**config.mk**
```make
export PLATFORM = sky130hd
export DESIGN_NAME = sphs_queue
export DESIGN_NICKNAME = d
export VERILOG_FILES = /design/src/hdl/sphs_pkg.sv /design/src/hdl/sphs_queue.sv
export SDC_FILE = /design/constraint.sdc
export NUM_CORES = 1
export LEC_CHECK = 0
export ABC_AREA = 1
export BUFFER_PORTS_ARGS = -buffer_cell sky130_fd_sc_hd__buf_2
export CAP_MARGIN = 5
export CORE_MARGIN = 2
export CORE_UTILIZATION = 35
export DETAILED_ROUTE_END_ITERATION = 10
export SLEW_MARGIN = 20
export SYNTH_ARGS = -nofsm -noshare
export SYNTH_HDL_FRONTEND = slang
export SYNTH_SLANG_ARGS = --single-unit
```
**constraint.sdc**
```tcl
create_clock -name clock -period 5 [get_ports clock]
set_input_delay 0.25 -clock clock [delete_from_list [all_inputs] [get_ports clock]]
set_output_delay 0.25 -clock clock [all_outputs]
set_load 0.05 [all_outputs]
```
**src/hdl/sphs_pkg.sv**
```systemverilog
// Package for the seeded pointer hash set: payload types and request mode constants.
// Used by the interfaces, the front, the queue, the back, the top level and the checker.
`timescale 1ns / 1ps
package sphs_pkg;
   typedef struct packed {
      logic        mode;
      logic [63:0] key;
   } req_type;

   typedef struct packed {
      logic was_present;
      logic stored;
      logic table_full;
   } rsp_type;

   localparam logic MODE_QUERY  = 1'b0;
   localparam logic MODE_INSERT = 1'b1;
endpackage

```
**src/hdl/sphs_queue.sv**
```systemverilog
// Two-entry queue between the front and the back parts.
// Depends on sphs_pkg.
`timescale 1ns / 1ps
module sphs_queue import sphs_pkg::*; #(
   parameter int BW = 10
) (
   input  logic          clock,
   input  logic          reset,
   input  logic          in_valid,
   output logic          in_ready,
   input  req_type       in_req,
   input  logic [BW-1:0] in_bucket,
   output logic          out_valid,
   input  logic          out_ready,
   output req_type       out_req,
   output logic [BW-1:0] out_bucket
);
   req_type       req_ff [2];
   logic [BW-1:0] bkt_ff [2];
   logic          wp_ff, rp_ff;
   logic [1:0]    cnt_ff;
   logic          push, pop;

   assign in_ready   = cnt_ff != 2'd2;
   assign out_valid  = cnt_ff != 2'd0;
   assign out_req    = req_ff[rp_ff];
   assign out_bucket = bkt_ff[rp_ff];
   assign push = in_valid && in_ready;
   assign pop  = out_valid && out_ready;

   always_ff @(posedge clock) begin
      if (reset) begin
         wp_ff  <= 1'b0;
         rp_ff  <= 1'b0;
         cnt_ff <= 2'd0;
      end else begin
         if (push) wp_ff <= !wp_ff;
         if (pop) rp_ff <= !rp_ff;
         cnt_ff <= cnt_ff + {1'b0, push} - {1'b0, pop};
      end
      if (push) begin
         req_ff[wp_ff] <= in_req;
         bkt_ff[wp_ff] <= in_bucket;
      end
   end
endmodule

```
* Word-level counts from Yosys, hierarchy flattened
Memory sizes are Yosys's and may differ from the RTL's. A register that Yosys moved wholly into a read port is not among the register bits.
Cells that the tools add are included.
** Operators by class
- Eq/ne operators :: 1
- Reductions and logical operators :: 5
- Multiplexer cells :: 6
- Add/subtract/negate cells :: 2
** Operator list (number)
- 1-bit two-way mux :: 6
- 2-bit by 1-bit adder with 2-bit output :: 1
- 1-bit logical AND :: 2
- 1-bit zero test :: 2
- 2-bit != test, second input constant :: 1
- 2-bit nonzero test :: 1
- 2-bit by 1-bit subtractor with 2-bit output :: 1
** Word-level totals
- Bits of input ports :: 79
- Bits in registers :: 4
- Bits in writable memories :: 150
- Output and inout bits :: 77
- Logic and storage cells :: 19
- Memories :: 2
** Memories
- req_ff :: depth 2, bits a word 65, read ports 1, clocked after Yosys merged registers in 1, wr ports 1, line sphs_queue.sv:18 : req_type req_ff [2];
- bkt_ff :: depth 2, bits a word 10, read ports 1, clocked after Yosys merged registers in 1, wr ports 1, line sphs_queue.sv:19 : logic [BW-1:0] bkt_ff [2];

* Longest topological paths before layout
- Word-level depth :: 4
- Mapped depth :: 11
- Depth with buffers taken out :: 11

* Worst setup path after synthesis
Ideal clock, no wire load.
- Kind :: register to register
- Start point :: register cnt_ff[0]
- End point :: memory bkt_ff[1][0] (enable)
- Arrival :: 4.169 ns
- Period minus slack after synthesis :: 4.680 ns
- Slack :: 0.320 ns
- Library setup time :: 0.511 ns
- Path buffers :: 0
- Required time :: 4.489 ns
- Stages on the path, launching flop included :: 5
- Path through :: dfxtp_1 -> inv_1 -> nand2_1 -> nand2_1 -> nor2_1
** On the way
- Word-level cells in the longest chain between the ends :: 4
** Ends and longest elaborated chain
- start, declared :: line sphs_queue.sv:21 : logic [1:0] cnt_ff;
- start signal, assigned :: line sphs_queue.sv:39 : cnt_ff <= cnt_ff + {1'b0, push} - {1'b0, pop};
- 2-bit != test :: line sphs_queue.sv:24 : assign in_ready = cnt_ff != 2'd2;
- named net in_ready :: line sphs_queue.sv:10 : output logic in_ready,
- 1-bit logical AND :: line sphs_queue.sv:28 : assign push = in_valid && in_ready;
- 1-bit two-way mux :: line sphs_queue.sv:41 : if (push) begin
- 1-bit two-way mux (implied by the code) :: line sphs_queue.sv:43 : bkt_ff[wp_ff] <= in_bucket;
- end, declared :: line sphs_queue.sv:19
The timed path passes the listed nets, and every way through them passes these cells.

==> out/summary.txt <==
r2r worst-path depth = 5
Mapped Cells = 269
Slew headroom = 0.307
sw frac = 0.357
Avg WL per Cell = 15.6 µm
first-pass GRT wire length = 16200 µm
share of layout cells above drive strength 1 = 0.569
Worst Path Arrival = 2440 ps
clk_lat worst skew = 420 ps
Sink Count = 155
H-tree depth = 4
initial antenna violation count = 1
sw power = 1600 µW
Die X = 133 µm
Hold Crit Class = in -> reg
final wirelength = 10700 µm
vias per cell = 4.33
# DRC = 0
grt ovf = 0
post-DP HPWL = 6760 µm
total power = 4470 µW
RR Startpoint = cnt_ff[0]
Clock power frac = 0.281
maximum VDD drop = 252 µV
Final Hold Fails = 0
Max clock buf depth = 2
die height = 133 µm
reg2reg end = req_ff[0][14]
Mapped Area = 0.00585 mm²
Max-Cap Viols = 0
R2R Setup Slk = 2480 ps
CORE AREA = 0.0165 mm²
Pins Over Slew Limit = 0
clk slew on worst S/H paths = 60 ps
Ys Warns = 0
final antenna-violating net count = 0
Hold WS = 20.1 ps
status = complete, no violations
crit share post-route = 0.538
CP Capture Type = primary output
total track usage = 0.123
num ports = 156
Logic pwr share = 0.327
1st-pass router iterations = 4
Port Buffer Count = 155
# rows = 47
TNS Setup = 0 ps
Max Clock Freq = 0.372 GHz
crit path to = out_req[47]
Hold Startpoint = in_req[59]
number of global-route vias before repair = 3184
critical path type = reg -> out
Synthesized Nets = 349
Iteration-0 DRC Markers = 146
Die Area = 0.0178 mm²
final setup violation count = 0
Initial Util = 0.355
post_cts resized = 0
CTS tree = built
total CTS buffers = 17
min cycle time layout = 2690 ps
Internal = 2880 µW
post-synthesis cell type count = 14
sequential share of power = 0.392
pin count of the biggest net entering global routing = 77
post-synthesis sequential area ratio = 0.787
startpoint types = flip-flop
unrepaired setup endpoints after global routing = no
data required time of the critical path = 4750 ps
vias = 2974
crit-path max FO = 49
Area Growth Syn to Fin = 29.9%
GPL Wtd Cong = 0.697
pwr dens = 589 mW/mm²
Root Buffer = clkbuf_16
Hold-fix buffers, CTS = 14
Leakage = 0.00294 µW
Setup Skew = 6.99 ps
worst slew pin tran = 1040 ps
final-layout fill cell count = 1487
syn_area_per_cell = 21.7 µm²
postcts setup bufs = 0
flops & latches, synth = 155
final-stage net count = 533
==> cell type report <==
cell class | instances | area [µm²] | area share
Sequential cell | 155 | 4610 | 0.607
Multi-Input combinational cell | 98 | 1150 | 0.152
Timing Repair Buffer | 173 | 946 | 0.125
Clock buffer | 18 | 429 | 0.0565
Tap cell | 220 | 275 | 0.0362
Clock inverter | 14 | 154 | 0.0203
Inverter | 8 | 30.0 | 0.00395
Antenna cell | 1 | 2.50 | 0.000329
==> power by group through the flow <==
stage | Clock [µW] | Sequential [µW] | Combinational, µW
after floorplan | 0 | 1730 | 1240
after global placement | 0 | 1780 | 1460
after detailed placement | 0 | 1790 | 1470
after CTS | 1290 | 1760 | 1480
after global routing | 1340 | 1780 | 1530
final | 1260 | 1750 | 1460
==> synth_stat cells <==
master | instances | share of area
edfxtp_1 | 150 | 0.77
mux2_4 | 50 | 0.13
mux2_2 | 25 | 0.048
nor2_1 | 9 | 0.0058
inv_1 | 8 | 0.0051
nand2_1 | 8 | 0.0051
buf_6 | 6 | 0.012
dfxtp_1 | 5 | 0.017
a21oi_1 | 2 | 0.0017
buf_2 | 2 | 0.0017
ha_1 | 1 | 0.0021
nand3_1 | 1 | 0.00085
nor3_1 | 1 | 0.00085
xnor2_1 | 1 | 0.0015
==> how the worst min path moves through the flow <==
stage | to | slack [ps] | depth (start not counted)
after floorplan | cnt_ff[0] | 320 | 1
after global placement | req_ff[1][20] | 440 | 1
after detailed placement | req_ff[0][11] | 440 | 1
after CTS | req_ff[0][23] | 0.2 | 1
after global routing | req_ff[1][40] | 3 | 1
final | req_ff[0][59] | 20 | 1
==> registers in the layout, indices dropped and copies added, names as in the netlist, named ones only <==
signal  cells
rp_ff       1
cnt_ff      2
wp_ff       1
bkt_ff     20
req_ff    130
==> routing by layer <==
layer  global-route usage  share of wire
met1                0.135           0.40
met5                    0              0
met2                0.208           0.50
met3               0.0495          0.075
met4               0.0585          0.019
==> cell families (layout without fill, tap and decap cells) <==
| group | after synthesis | count (layout) | synth area share |
|---|---|---|---|
| mux | 75 | 75 | 0.176 |
| buf+inv | 16 | 213 | 0.0184 |
| other cells | 0 | 1 | 0 |
| xor+xnor | 1 | 1 | 0.00150 |
| simple gates | 19 | 19 | 0.0126 |
| flops | 155 | 155 | 0.787 |
| fa+ha+maj | 1 | 1 | 0.00214 |
| compound gates | 2 | 2 | 0.00171 |
==> cells in the final DEF (no fill, tap or decap), types with 2 or more instances in the layout <==
cell type / count
inv_1: 8
a21oi_1: 2
edfxtp_1: 150
mux2_4: 50
buf_4: 4
buf_2: 155
dlygate4sd3_1: 14
mux2_2: 25
nor2_4: 2
clkinvlp_4: 5
clkinv_2: 3
nand2_1: 8
dfxtp_1: 4
clkinv_1: 3
clkbuf_16: 17
bufinv_16: 3
nor2_1: 7
==> per-stage QoR <==
| stage | std cells | instance area (µm²) | setup slack [ps] | utilization |
|---|---|---|---|---|
| 3_3_place_gp | 640 | 6870 | 2510 | 0.417 |
| 4_1_cts | 686 | 7590 | 2200 | 0.461 |
| 6_report | 687 | 7600 | 2310 | 0.461 |
| 2_1_floorplan | 269 | 5850 | 320 | - |
| 5_1_grt | 686 | 7590 | 2160 | 0.461 |
| 3_5_place_dp | 640 | 6870 | 2430 | 0.417 |
==> critical path, cell delays in order (launching register included) <==
cell	delay, ps
dfxtp_4	880
buf_4	560
mux2_4	350
buf_2	210
(Power assumes the default switching activity.)
